$ cat config.mk
export PLATFORM = sky130hd
export DESIGN_NAME = adts_frame_deframer
export DESIGN_NICKNAME = d
export VERILOG_FILES = /design/src/rtl/adtsdf_pkg.sv /design/src/rtl/adtsdf_parser.sv /design/src/rtl/adtsdf_pts.sv /design/src/rtl/adts_frame_deframer.sv
export SDC_FILE = /design/constraint.sdc
export NUM_CORES = 1
export LEC_CHECK = 0
export BUFFER_PORTS_ARGS = -buffer_cell sky130_fd_sc_hd__buf_2
export CORE_UTILIZATION = 45
export CTS_CLUSTER_SIZE = 24
export DETAILED_ROUTE_END_ITERATION = 12
export HOLD_SLACK_MARGIN = 0.1
export PLACE_DENSITY = 0.63
export SYNTH_ARGS = -nofsm -noshare
export SYNTH_HDL_FRONTEND = slang
export SYNTH_SLANG_ARGS = --single-unit
$ cat constraint.sdc
create_clock -name aclk -period 12.3 [get_ports aclk]
set_clock_uncertainty 0.15 [all_clocks]
set_input_delay 3.69 -clock aclk [delete_from_list [all_inputs] [get_ports aclk]]
set_output_delay 3.69 -clock aclk [all_outputs]
set_load 0.005 [all_outputs]
$ cat src/rtl/adtsdf_pkg.sv
// ADTS deframer package: widths, header constants, result struct and the
// per-frame time step table. No dependencies.

package adtsdf_pkg;

    localparam int BYTE_W   = 8;
    localparam int LEN_W    = 13;
    localparam int SEC_W    = 32;
    localparam int USEC_W   = 20;
    localparam int STEP_W   = 18;
    localparam int SRI_W    = 4;
    localparam int CFG_IDX_W = 2;
    localparam int CFG_DAT_W = 32;

    // header length counts the 7 header bytes; CRC adds two more
    localparam logic [LEN_W-1:0]  HDR_LEN = 13'd7;
    localparam logic [LEN_W-1:0]  CRC_LEN = 13'd2;
    localparam logic [USEC_W-1:0] US_PER_S = 20'd1000000;

    // configuration register indexes
    localparam logic [CFG_IDX_W-1:0] CFG_SRATE_IDX  = 2'd0;
    localparam logic [CFG_IDX_W-1:0] CFG_MAX_PAY    = 2'd1;
    localparam logic [CFG_IDX_W-1:0] CFG_START_SEC  = 2'd2;
    localparam logic [CFG_IDX_W-1:0] CFG_START_USEC = 2'd3;

    typedef struct packed {
        logic                valid;
        logic                has_data;
        logic                last;
        logic [BYTE_W-1:0]   payload;
        logic [LEN_W-1:0]    frame_bytes;
        logic [LEN_W-1:0]    trunc_bytes;
    } adtsdf_res_t;

    // microseconds per 1024-sample frame, by sampling frequency index
    function automatic logic [STEP_W-1:0] frame_step(input logic [SRI_W-1:0] idx);
        logic [STEP_W-1:0] s;
        case (idx)
            4'd0:    s = 18'd10666;
            4'd1:    s = 18'd11609;
            4'd2:    s = 18'd16000;
            4'd3:    s = 18'd21333;
            4'd4:    s = 18'd23219;
            4'd5:    s = 18'd32000;
            4'd6:    s = 18'd42666;
            4'd7:    s = 18'd46439;
            4'd8:    s = 18'd64000;
            4'd9:    s = 18'd85333;
            4'd10:   s = 18'd92879;
            4'd11:   s = 18'd128000;
            4'd12:   s = 18'd139319;
            default: s = 18'd0;
        endcase
        return s;
    endfunction

endpackage

$ cat src/rtl/adtsdf_parser.sv
// ADTS deframer header/payload sequencer: walks header, CRC and payload
// bytes and forms the per-byte result. Depends on adtsdf_pkg.

module adtsdf_parser (
    input  logic                         aclk,
    input  logic                         aresetn,
    input  logic                         step,
    input  logic [adtsdf_pkg::BYTE_W-1:0] data_byte,
    input  logic [adtsdf_pkg::LEN_W-1:0]  max_payload,
    output adtsdf_pkg::adtsdf_res_t       res
);
    import adtsdf_pkg::*;

    localparam logic [3:0] PH_HDR0 = 4'd0;
    localparam logic [3:0] PH_HDR1 = 4'd1;
    localparam logic [3:0] PH_HDR2 = 4'd2;
    localparam logic [3:0] PH_HDR3 = 4'd3;
    localparam logic [3:0] PH_HDR4 = 4'd4;
    localparam logic [3:0] PH_HDR5 = 4'd5;
    localparam logic [3:0] PH_HDR6 = 4'd6;
    localparam logic [3:0] PH_CRC0 = 4'd7;
    localparam logic [3:0] PH_CRC1 = 4'd8;
    localparam logic [3:0] PH_PAY  = 4'd9;

    logic [3:0]        phase_reg, phase_next;
    logic [LEN_W-1:0]  remain_reg, remain_next;
    logic [LEN_W-1:0]  deliv_reg, deliv_next;
    logic [LEN_W-1:0]  drop_reg, drop_next;
    logic [BYTE_W-1:0] hdr_reg [4];
    logic [LEN_W-1:0]  frame_len, pay_len, remain_dec;
    logic              hdr_we;
    logic [1:0]        hdr_sel;

    assign frame_len  = {hdr_reg[1][1:0], hdr_reg[2], hdr_reg[3][7:5]};
    assign pay_len    = (frame_len > HDR_LEN) ? frame_len - HDR_LEN : '0;
    assign remain_dec = remain_reg - 13'd1;

    always_comb begin
        phase_next  = phase_reg;
        remain_next = remain_reg;
        deliv_next  = deliv_reg;
        drop_next   = drop_reg;
        hdr_we      = 1'b0;
        hdr_sel     = 2'd0;
        res         = '0;
        case (phase_reg)
            PH_HDR0, PH_HDR2: begin
                phase_next = phase_reg + 4'd1;
            end
            PH_HDR1, PH_HDR3, PH_HDR4, PH_HDR5: begin
                hdr_we     = 1'b1;
                hdr_sel    = (phase_reg == PH_HDR1) ? 2'd0 : phase_reg[1:0] - 2'd2;
                phase_next = phase_reg + 4'd1;
            end
            PH_HDR6: begin
                deliv_next = '0;
                drop_next  = '0;
                if (!hdr_reg[0][0]) begin
                    remain_next = (pay_len > CRC_LEN) ? pay_len - CRC_LEN : '0;
                    phase_next  = PH_CRC0;
                end else if (pay_len == '0) begin
                    res.valid   = 1'b1;
                    res.last    = 1'b1;
                    remain_next = '0;
                    phase_next  = PH_HDR0;
                end else begin
                    remain_next = pay_len;
                    phase_next  = PH_PAY;
                end
            end
            PH_CRC0: begin
                phase_next = PH_CRC1;
            end
            PH_CRC1: begin
                if (remain_reg == '0) begin
                    res.valid       = 1'b1;
                    res.last        = 1'b1;
                    res.frame_bytes = deliv_reg;
                    res.trunc_bytes = drop_reg;
                    deliv_next      = '0;
                    drop_next       = '0;
                    phase_next      = PH_HDR0;
                end else begin
                    phase_next = PH_PAY;
                end
            end
            PH_PAY: begin
                remain_next = remain_dec;
                if (deliv_reg < max_payload) begin
                    res.valid    = 1'b1;
                    res.has_data = 1'b1;
                    res.payload  = data_byte;
                    deliv_next   = deliv_reg + 13'd1;
                end else begin
                    drop_next = drop_reg + 13'd1;
                end
                if (remain_dec == '0) begin
                    res.valid       = 1'b1;
                    res.last        = 1'b1;
                    res.frame_bytes = deliv_next;
                    res.trunc_bytes = drop_next;
                    deliv_next      = '0;
                    drop_next       = '0;
                    phase_next      = PH_HDR0;
                end
            end
            default: begin
                phase_next = PH_HDR0;
            end
        endcase
    end

    always_ff @(posedge aclk) begin
        if (!aresetn) begin
            phase_reg  <= PH_HDR0;
            remain_reg <= '0;
            deliv_reg  <= '0;
            drop_reg   <= '0;
        end else if (step) begin
            phase_reg  <= phase_next;
            remain_reg <= remain_next;
            deliv_reg  <= deliv_next;
            drop_reg   <= drop_next;
        end
    end

    // header bytes 1, 3, 4, 5; no reset, always written before use
    always_ff @(posedge aclk) begin
        if (step && hdr_we) begin
            hdr_reg[hdr_sel] <= data_byte;
        end
    end

    a_last_returns_to_hdr: assert property (@(posedge aclk) disable iff (!aresetn)
        (step && res.last) |=> (phase_reg == PH_HDR0))
        else $error("frame end did not return to header byte 0");

    a_phase_in_range: assert property (@(posedge aclk) disable iff (!aresetn)
        phase_reg <= PH_PAY)
        else $error("sequencer phase out of range");

    a_data_only_in_payload: assert property (@(posedge aclk) disable iff (!aresetn)
        (res.has_data) |-> (phase_reg == PH_PAY))
        else $error("payload byte forwarded outside payload phase");

endmodule

$ cat src/rtl/adtsdf_pts.sv
// ADTS deframer presentation time accumulator: start time for the first
// frame, then one frame step per frame with carry. Depends on adtsdf_pkg.

module adtsdf_pts (
    input  logic                          aclk,
    input  logic                          aresetn,
    input  logic                          advance,
    input  logic [adtsdf_pkg::SRI_W-1:0]  srate_idx,
    input  logic [adtsdf_pkg::SEC_W-1:0]  start_sec,
    input  logic [adtsdf_pkg::USEC_W-1:0] start_usec,
    output logic [adtsdf_pkg::SEC_W-1:0]  sec_next,
    output logic [adtsdf_pkg::USEC_W-1:0] usec_next
);
    import adtsdf_pkg::*;

    logic              first_reg;
    logic [SEC_W-1:0]  sec_reg;
    logic [USEC_W-1:0] usec_reg;
    logic [USEC_W:0]   usec_sum;
    logic              carry;

    // usec_reg can exceed 999999 only from the start value, so one
    // subtract is enough to normalise
    assign usec_sum = {1'b0, usec_reg} + {{(USEC_W+1-STEP_W){1'b0}}, frame_step(srate_idx)};
    assign carry    = usec_sum >= {1'b0, US_PER_S};

    always_comb begin
        if (first_reg) begin
            sec_next  = start_sec;
            usec_next = start_usec;
        end else if (carry) begin
            sec_next  = sec_reg + 32'd1;
            usec_next = USEC_W'(usec_sum - {1'b0, US_PER_S});
        end else begin
            sec_next  = sec_reg;
            usec_next = usec_sum[USEC_W-1:0];
        end
    end

    always_ff @(posedge aclk) begin
        if (!aresetn) begin
            first_reg <= 1'b1;
            sec_reg   <= '0;
            usec_reg  <= '0;
        end else if (advance) begin
            first_reg <= 1'b0;
            sec_reg   <= sec_next;
            usec_reg  <= usec_next;
        end
    end

    a_first_falls_on_advance: assert property (@(posedge aclk) disable iff (!aresetn)
        $fell(first_reg) |-> $past(advance))
        else $error("first-frame flag cleared without a frame end");

endmodule

$ cat src/rtl/adts_frame_deframer.sv
// ADTS deframer top level: configuration registers, sequencer, time
// accumulator and result register. Depends on adtsdf_pkg, adtsdf_parser, adtsdf_pts.
//
//  channel | dir | tdata (low bit up)                                   | tuser    | tlast
//  s_      | in  | data_byte[7:0]                                       | -        | -
//  m_      | out | payload_byte, frame_bytes, truncated_bytes,          | has_data | last
//          |     | pts_seconds, pts_microseconds, 2 pad bits (88 total) |          |
//  cfg_    | in  | cfg_we/cfg_addr/cfg_wdata, no read-back              |          |
//
// One byte per cycle while s_tready is high: each byte is handled by the sequencer and
// lands in the result register; m_tvalid rises in the cycle after the s_ transfer.
// s_tready is high while the result register is empty or being taken.
// Header and CRC bytes that give no result take no output slot.
// aresetn is synchronous, active low; no clearing pass after reset.

module adts_frame_deframer (
    input  logic        aclk,
    input  logic        aresetn,
    input  logic        s_tvalid,
    output logic        s_tready,
    input  logic [7:0]  s_tdata,   // [7:0] data_byte
    output logic        m_tvalid,
    input  logic        m_tready,
    output logic [87:0] m_tdata,   // [7:0] payload_byte, [20:8] frame_bytes,
                                   // [33:21] truncated_bytes, [65:34] pts_seconds,
                                   // [85:66] pts_microseconds, [87:86] zero
    output logic        m_tuser,   // [0] has_data
    output logic        m_tlast,   // last
    input  logic        cfg_we,
    input  logic [1:0]  cfg_addr,
    input  logic [31:0] cfg_wdata
);
    import adtsdf_pkg::*;

    logic [SRI_W-1:0]  srate_idx_reg;
    logic [LEN_W-1:0]  max_pay_reg;
    logic [SEC_W-1:0]  start_sec_reg;
    logic [USEC_W-1:0] start_usec_reg;

    logic              s_accept;
    adtsdf_res_t       res;
    logic [SEC_W-1:0]  sec_next;
    logic [USEC_W-1:0] usec_next;

    logic              m_valid_reg;
    logic              m_user_reg;
    logic              m_last_reg;
    logic [85:0]       m_data_reg;

    assign s_tready = !m_valid_reg || m_tready;
    assign s_accept = s_tvalid && s_tready;

    always_ff @(posedge aclk) begin
        if (!aresetn) begin
            srate_idx_reg  <= 4'd4;
            max_pay_reg    <= 13'd8191;
            start_sec_reg  <= '0;
            start_usec_reg <= '0;
        end else if (cfg_we) begin
            case (cfg_addr)
                CFG_SRATE_IDX:  srate_idx_reg  <= cfg_wdata[SRI_W-1:0];
                CFG_MAX_PAY:    max_pay_reg    <= cfg_wdata[LEN_W-1:0];
                CFG_START_SEC:  start_sec_reg  <= cfg_wdata[SEC_W-1:0];
                CFG_START_USEC: start_usec_reg <= cfg_wdata[USEC_W-1:0];
                default: ;
            endcase
        end
    end

    adtsdf_parser u_parser (
        .aclk        (aclk),
        .aresetn     (aresetn),
        .step        (s_accept),
        .data_byte   (s_tdata),
        .max_payload (max_pay_reg),
        .res         (res)
    );

    adtsdf_pts u_pts (
        .aclk       (aclk),
        .aresetn    (aresetn),
        .advance    (s_accept && res.last),
        .srate_idx  (srate_idx_reg),
        .start_sec  (start_sec_reg),
        .start_usec (start_usec_reg),
        .sec_next   (sec_next),
        .usec_next  (usec_next)
    );

    always_ff @(posedge aclk) begin
        if (!aresetn) begin
            m_valid_reg <= 1'b0;
        end else if (s_accept) begin
            m_valid_reg <= res.valid;
        end else if (m_tready) begin
            m_valid_reg <= 1'b0;
        end
    end

    always_ff @(posedge aclk) begin
        if (s_accept) begin
            m_user_reg <= res.has_data;
            m_last_reg <= res.last;
            m_data_reg <= {res.last ? usec_next : '0,
                           res.last ? sec_next : '0,
                           res.trunc_bytes,
                           res.frame_bytes,
                           res.payload};
        end
    end

    assign m_tvalid = m_valid_reg;
    assign m_tuser  = m_user_reg;
    assign m_tlast  = m_last_reg;
    assign m_tdata  = {2'b00, m_data_reg};

    a_empty_result_is_last: assert property (@(posedge aclk) disable iff (!aresetn)
        (m_tvalid && !m_tuser) |-> m_tlast)
        else $error("result without payload byte is not a frame end");

    a_no_accept_when_held: assert property (@(posedge aclk) disable iff (!aresetn)
        (m_tvalid && !m_tready) |-> !s_tready)
        else $error("input taken while result register stalled");

endmodule
==> out/metrics.cfg, run 1 <==
[outcome]
status=finished, final reports clean

[synthesis]
synth-compound-area-share_pct=23.9
synth_flop_cell=dfxtp_1
synthMuxAreaShare_pct=1.21
synthArstFlopShare_pct=0
synth_area_um2=16000
synth_edf_count=102
yosysWarnings=0
seq_area_frac_synth_pct=42.2
synth_seq_cells=286
synth_simple_gate_area_share_pct=20.4
syn_area_per_cell_um2=8.44
synthCells=1894
synth_xor_area_share_pct=3.67
synth_top_family_by_area=compound AO/OA/AOI/OAI gates
synthDistinctLibCells=88
synthAdderAreaFrac_pct=4.04

[detailed_routing]
vias=14400
antenna_left=0
via_per_inst=5.92
wirelength_um=45000
route.detailed.drc=0
dr.pass1.iters=6
wl_per_cell_um=18.5
drtIter0Drc=1202

[layout]
largest_reg_flops=86
fillers=3228
layout_commonest_cell=nand2_1
synthToLayoutAreaGrowth_pct=13.8
utilization_pct=52.4
drive_gt1_share_pct=12.7
final_cells=2435
layout_common_cells=nand2_1 (274), dfxtp_1 (183), a21oi_1 (174)
nets=2051

[sta]
slew_headroom_pct=23.2
post-route-period-util_pct=64.3
finalHoldViolCount=0
slew_violations=0
fmax_mhz=126
post-route-min-period_ns=7.91
rsz0062_at_grt=no
tns_ns=0
worst_slew_pin_slew_ns=1.15
setup_viol=0

[die]
core-area_um2=34700
ios=139
start_util_pct=46.0
die_h_um=190
die_x_um=190
die_area_um2=36300
num_rows=68

[clock_tree]
htreeDepth=2
cts_hold_buffers=0
clock_latency_ns=0.52
cts_tree=done
cts_max_path_buffers=3
cts_inserted_buffers=34
cts-root-buf=clkbuf_16
cts.reportedPaths.clkPinSlew_ns=0.06
clkSinkCount=286
cts_resized=0
postCtsSetupBuffers=0

[global_route]
grt_overflow=0
grt_pass1_wl_um=71400
grt_use_total_pct=24.4
antenna_found_initial=3
grt_pass1_vias=13500
grt_start_max_net_pins=112

[power]
max-vdd-ir-drop_mv=0.103
finalPower_mw=2.36
p_per_area_nw_per_um2=130
leakage_nw=7.01

[job]
max-cap-violations=0

[placed_design]
dp_cells=2372
port_buffers=136
gp_congestion=0.887
hpwl_um=30000

[worst_setup_path]
critical_path_class=in2out
cp.arrival_ns=4.07
cp_slowest_cell=nand2b_1
crit_chain=buf_2, nand2b_1, buf_2
path_max_fanout=3
cpPeakStageDelay_ns=0.16
crit_top_cell=buf_2
crit_required_ns=8.46
crit_path_end_kind=primary output
startpoint_type=input port

[hold_path]
hold_class=reg2reg

## synth_stat cells (14+ instances only)
cell / count / share of area [%]
a211oi_1: 27 / 1.3
a21o_1: 28 / 1.3
a21oi_1: 174 / 5.4
a22oi_1: 15 / 0.70
a31oi_1: 33 / 1.3
and2_1: 14 / 0.55
and3_1: 34 / 1.3
clkbuf_1: 115 / 2.7
dfxtp_1: 184 / 23
edfxtp_1: 102 / 19
ha_1: 50 / 3.9
inv_1: 51 / 1.2
mux2i_1: 16 / 1.0
nand2_1: 274 / 6.4
nand2b_1: 21 / 0.82
nand3_1: 43 / 1.3
nand4_1: 21 / 0.82
nor2_1: 151 / 3.5
nor3_1: 36 / 1.1
nor4_1: 16 / 0.63
o211ai_1: 26 / 1.2
o21ai_0: 123 / 3.9
o31ai_1: 24 / 1.1
or3_1: 23 / 0.90
or4_1: 14 / 0.66
xnor2_1: 35 / 1.9
xor2_1: 32 / 1.8
## routing by layer
metal  vias to the layer above  track usage (%)  part of all wire, %
met5                         -                0                0.060
met4                         4             8.83                  2.7
met3                        79             3.77                  6.1
met2                       437             39.5                   46
met1                      6879             32.9                   45
li1                       7025                -                    -
## power breakdown
group / leakage [nW] / internal (mW) / switching [mW]
registers: 2.52 / 1.01 / 0.0143
logic: 3.84 / 0.0591 / 0.114
clock network: 0.642 / 0.760 / 0.406
total: 7.01 / 1.83 / 0.535
## cells by family after synthesis
kind of cell / after synthesis
adders and majority gates: 51
and+or+nand+nor: 694
muxes: 19
buffers and inverters: 186
AOI/OAI and AO/OA: 590
DFF: 286
other: 1
xor gates and xnor gates: 67
## stage by stage
step	setup WS, ns	hold slack, ns	cell area, µm²
after detailed placement	4.39	0.293	16900
after global routing	4.36	0.328	18200
after global placement	4.39	0.287	16900
after floorplan	4.60	0.281	16000
after CTS	4.39	0.301	18200
final	4.39	0.302	18200
## worst paths after layout
| path | from | cells past startpoint | slack, ns | to |
|---|---|---|---|---|
| setup / recovery | m_tready | 3 | 4.39 | s_tready |
| hold / removal | start_sec_reg[1] | 2 | 0.30 | start_sec_reg[1] |
| setup reg to reg | flop | 17 | 6.84 | m_data_reg[56] |
| hold reg to reg | start_sec_reg[1] | 2 | 0.30 | start_sec_reg[1] |
## final cells by class
class                   count  area (µm²)  share of cell area (%)
diodes                      1        2.50                  0.0138
flip-flops and latches    286        6750                    37.1
clock buffers              39         943                    5.19
clock inverters            23         365                    2.01
inverters                  53         205                    1.13
repair buffers            155         823                    4.53
multi-input cells        1423        8520                    46.9
well taps                 455         569                    3.13
## worst max-delay path, delay by kind of cell
family | cells | cell delay (ns)
buffers and inverters | 2 | 0.23
AND/OR/NAND/NOR | 1 | 0.16
Note: power is estimated with default switching activity, not from simulation.
==> run 2: changes to the inputs <==
Settings changed: PLACE_DENSITY 0.63 to 0.65.
Clock period 12.3 ns to 6.5 ns, I/O delays scaled along.
==> out/metrics.cfg, run 2 (synthesized netlist as in run 1, its figures left out) <==
[sta]
fmax_mhz=196
post-route-period-util_pct=78.3
slew_violations=0  ; unchanged
finalHoldViolCount=0  ; unchanged
tns_ns=0  ; unchanged
setup_viol=0  ; unchanged
post-route-min-period_ns=5.09
fin_ws_ns=1.41  ; -2.98 ns
worst_slew_pin_slew_ns=1.20  ; +0.0494 ns
rsz0062_at_grt=no
slew_headroom_pct=19.6  ; -3.6 points

[job]
max-cap-violations=0  ; unchanged

[global_route]
antenna_found_initial=1  ; -2
use_met3_pct=3.11  ; -0.66 points
grt_use_met2_pct=39.3  ; -0.17 points
grt_pass1_wl_um=71300  ; -0.11%
grt_pass1_vias=13200  ; -2.0%
grt_overflow=0  ; unchanged
grt_use_total_pct=24.4  ; about the same
met1_usage_pct=34.0  ; +1.0 points
grt.busiest_layer=met2
grt_start_max_net_pins=104  ; -7.1%

[layout]
largest_reg_flops=86  ; unchanged
nets=2048  ; -0.15%
synthToLayoutAreaGrowth_pct=12.0
final_cells=2430  ; -0.21%
layout_commonest_cell=nand2_1
fillers=3309  ; +2.5%
drive_gt1_share_pct=12.5  ; -0.22 points
layout_common_cells=nand2_1 (274), dfxtp_1 (183), a21oi_1 (174)

[hold_path]
hold_class=reg2reg

[power]
leakage_nw=6.88  ; -1.9%
max-vdd-ir-drop_mv=0.242  ; +130%
p_per_area_nw_per_um2=225  ; +73%

[worst_setup_path]
critical_path_class=reg2reg
startpoint_type=flop
crit_path_end_kind=flop
path_max_fanout=15  ; +12
crit_required_ns=6.83  ; -1.63 ns
cp.arrival_ns=5.42  ; +1.35 ns

[die]
core-area_um2=34700  ; unchanged
ios=139  ; unchanged
die_h_um=190  ; unchanged
die_area_um2=36300  ; unchanged
die_x_um=190  ; unchanged
start_util_pct=46.0  ; unchanged
num_rows=68  ; unchanged

[detailed_routing]
vias=14500  ; +0.36%
dr.pass1.iters=6  ; unchanged
antenna_left=0  ; unchanged
wirelength_um=45200  ; +0.50%
route.detailed.drc=0  ; unchanged
drtIter0Drc=1253  ; +4.2%
via_per_inst=5.96  ; +0.57%
wl_per_cell_um=18.6  ; +0.71%

[placed_design]
post-place-ws_ns=1.49  ; -2.90 ns
hpwl_um=31100  ; +3.5%
dp_cells=2372  ; unchanged
gp_congestion=0.918  ; +3.4%
port_buffers=136  ; unchanged

[clock_tree]
htreeDepth=1  ; -1
cts_hold_buffers=0  ; unchanged
cts.reportedPaths.clkPinSlew_ns=0.06  ; about the same
cts-root-buf=clkbuf_16
postCtsSetupBuffers=0  ; unchanged
cts_tree=done
cts_resized=0  ; unchanged
clock_latency_ns=0.56  ; +0.04 ns
clkSinkCount=286  ; unchanged
cts_inserted_buffers=31  ; -8.8%
cts_max_path_buffers=3  ; unchanged

[outcome]
status=finished, final reports clean

==> run 2: cell types whose count changed in the layout (fill, tap and decap cells not counted), sizes merged <==
cell	delta
clkinv	-4
clkbuf	+6
inv	+2
bufinv	-9
==> run 2: critical path, cell delays in order (launching register included) <==
cell      delay, ns
dfxtp_1        0.33
ha_1           0.29
a211oi_1       0.32
o21bai_1       0.26
o311ai_1       0.34
xor2_1         0.42
ha_1           0.23
nand2_1        0.05
or4_1          0.53
nand3_1        0.12
a41o_1         0.21
o21a_1         0.28
o211ai_1       0.51
or4_1          0.66
a21o_1         0.18
a21oi_1        0.14
==> run 2: path summary, 6_finish.rpt <==
check,startpoint,endpoint,slack [ns],depth (start not counted)
worst min-delay path,start_sec_reg[14],start_sec_reg[14],0.30,2
worst max register to register,flop,u_pts.sec_reg[31],1.41,15
worst min register to register,start_sec_reg[14],start_sec_reg[14],0.30,2
worst max-delay path,flop,u_pts.sec_reg[31],1.41,15
==> run 2: area by class of cell <==
class / count / area, µm² / area share, %
Inverter: 53 / 205 / 1.15
Sequential cell: 286 / 6750 / 37.7
Timing Repair Buffer: 155 / 823 / 4.60
Multi-Input combinational cell: 1423 / 8520 / 47.6
Clock inverter: 12 / 105 / 0.587
Clock buffer: 45 / 920 / 5.14
Tap cell: 455 / 569 / 3.18
Antenna cell: 1 / 2.50 / 0.0140
==> run 2: metal layers <==
| layer | up-vias | share of wire [%] | wire (µm) |
|---|---|---|---|
| met3 | 88 | 6.1 | 2750 |
| met5 | - | 0 | 0 |
| li1 | 7039 | - | - |
| met1 | 6864 | 45 | 20400 |
| met2 | 485 | 46 | 20700 |
| met4 | 0 | 2.9 | 1320 |
==> run 2: stage by stage <==
step | hold slack, ns | cell area, µm² | utilization (%) | power, mW
floorplan | 0.281 | 16000 | - | 2.18
global placement | 0.287 | 16900 | 48.6 | 2.29
detailed placement | 0.294 | 16900 | 48.6 | 2.30
CTS | 0.305 | 17900 | 51.6 | 4.05
global route | 0.320 | 17900 | 51.6 | 4.16
finish | 0.303 | 17900 | 51.6 | 4.03
==> run 2: power breakdown <==
part           switching, mW  leakage, nW  internal (mW)
clock network          0.741        0.507           1.02
registers             0.0302         2.52           1.90
logic                  0.217         3.85          0.112
==> run 3: changes to the inputs <==
Settings changed: PLACE_DENSITY 0.65 to 0.63.
Clock period 6.5 ns to 5.29 ns, I/O delays scaled along.
==> out/metrics.cfg, run 3 (synthesized netlist as in run 1, its figures left out) <==
[clock_tree]
htreeDepth=2  ; +1
cts_hold_buffers=0  ; unchanged
postCtsSetupBuffers=0  ; unchanged
cts.reportedPaths.clkPinSlew_ns=0.06  ; about the same
cts_inserted_buffers=35  ; +13%
cts_tree=done
clkSinkCount=286  ; unchanged
cts-root-buf=clkbuf_16
clock_latency_ns=0.53  ; -0.03 ns
cts_max_path_buffers=3  ; unchanged

[die]
core-area_um2=34700  ; unchanged
start_util_pct=46.0  ; unchanged
ios=139  ; unchanged
die_x_um=190  ; unchanged
die_h_um=190  ; unchanged
num_rows=68  ; unchanged
die_area_um2=36300  ; unchanged

[worst_setup_path]
rr_worst_depth=15  ; unchanged
cpPeakStageDelay_ns=0.58  ; -0.08 ns
path_max_fanout=9  ; -6
crit_required_ns=5.50  ; -1.33 ns
startpoint_type=flop
cp.arrival_ns=5.07  ; -0.35 ns
crit_buf_inv=0  ; unchanged
critPathTopFamily=compound AO/OA/AOI/OAI gates
crit_path_end_kind=flop
cp_slowest_cell=or4_1
crit_chain=ha_1, a211oi_1, o21bai_1, o311ai_1, xor2_1, ha_1, nand2_1, or4_1, nand3_1, a41o_1, o21a_1, nor2_1, or4_1, a21o_1, a21oi_1
path_depth=15  ; unchanged
critical_path_class=reg2reg

[global_route]
grt_pass1_wl_um=72200  ; +1.3%
grt_pass1_vias=13200  ; -0.23%
grt_overflow=0  ; unchanged
antenna_found_initial=4  ; +3
grt_use_total_pct=24.8  ; +0.33 points
grt_start_max_net_pins=59  ; -43%

[sta]
rsz0062_at_grt=no
fmax_mhz=206  ; +4.7%
slew_headroom_pct=24.9  ; +5.3 points
post-route-period-util_pct=91.9  ; +14 points
finalHoldViolCount=0  ; unchanged
post-route-min-period_ns=4.86  ; -0.228 ns
slew_violations=0  ; unchanged
tns_ns=0  ; unchanged
setup_viol=0  ; unchanged
worst_slew_pin_slew_ns=1.13  ; -0.0758 ns

[hold_path]
whs_path_depth=2  ; unchanged
hold_class=reg2reg
min-delay-start=start_sec_reg[17]

[power]
p_per_area_nw_per_um2=287  ; +27%
finalPower_mw=5.20  ; +29%
leakage_nw=7.01  ; +2.0%
max-vdd-ir-drop_mv=0.234  ; -3.5%

[layout]
largest_reg_flops=86  ; unchanged
synthToLayoutAreaGrowth_pct=13.7
layout_commonest_cell=nand2_1
nets=2069  ; +1.0%
drive_gt1_share_pct=13.3  ; +0.80 points
layout_common_cells=nand2_1 (274), dfxtp_1 (183), a21oi_1 (174)
final_cells=2454  ; +0.99%

[detailed_routing]
wl_per_cell_um=18.5  ; -0.29%
wl_met1_um=20800  ; +2.2%
route.detailed.drc=0  ; unchanged
wirelength_um=45500  ; +0.70%
vias=14400  ; -0.67%
dr.pass1.iters=6  ; unchanged
route.met3.wl_um=2550  ; -7.3%
top_layer_used=met5
via_per_inst=5.86  ; -1.6%
antenna_left=0  ; unchanged
drtIter0Drc=1213  ; -3.2%
met2_length_um=20900  ; +0.82%

[placed_design]
hpwl_um=31500  ; +1.5%
port_buffers=136  ; unchanged
gp_congestion=0.904  ; -1.4%
dp_cells=2389  ; +0.72%

[outcome]
status=finished, final reports clean

[job]
max-cap-violations=0  ; unchanged

## run 3: final cells by class
class / instances / area (µm²)
inverters: 53 / 206
fillers: 3283 / 16500
repair buffers: 172 / 951
clock buffers: 46 / 980
clock inverters: 18 / 183
multi-input cells: 1423 / 8520
well taps: 455 / 569
flip-flops and latches: 286 / 6750
diodes: 1 / 2.50
## run 3: final timing paths
| kind | endpoint | slack [ns] |
|---|---|---|
| max | m_data_reg[39] | 0.43 |
| min | start_sec_reg[17] | 0.30 |
| max reg2reg | m_data_reg[39] | 0.43 |
| min reg2reg | start_sec_reg[17] | 0.30 |
## run 3: what timing repair did
action                                  4_1_cts  5_1_grt
endpoints found under the setup margin        0        1
endpoints found under the hold margin         0        0
gates resized for setup                       0        1
## run 3: worst min-delay path: stages, from the launching register on
cell and delay [ns]:
dfxtp_1 0.31, nand2_1 0.05, a21oi_1 0.05
## run 3: metrics by stage
step                      util, %  hold slack, ns  setup WS, ns  area [µm²]
after floorplan                 -           0.281         0.614       16000
after global placement       49.0           0.287         0.577       17000
after detailed placement     49.0           0.296         0.492       17000
after CTS                    52.3           0.307         0.451       18200
after global routing         52.3           0.325        0.0288       18200
final                        52.3           0.304         0.429       18200
## run 3: where the power goes
group          internal, mW  total, mW  switching [mW]
clock                  1.46       2.42           0.962
combinational         0.141      0.406           0.265
sequential             2.34       2.38          0.0385
## run 3: per-layer routing
layer,vias to the layer above,track usage [%]
li1,7084,-
met1,6781,33.9
met2,425,40.3
met3,83,3.48
met4,6,7.60
met5,-,0
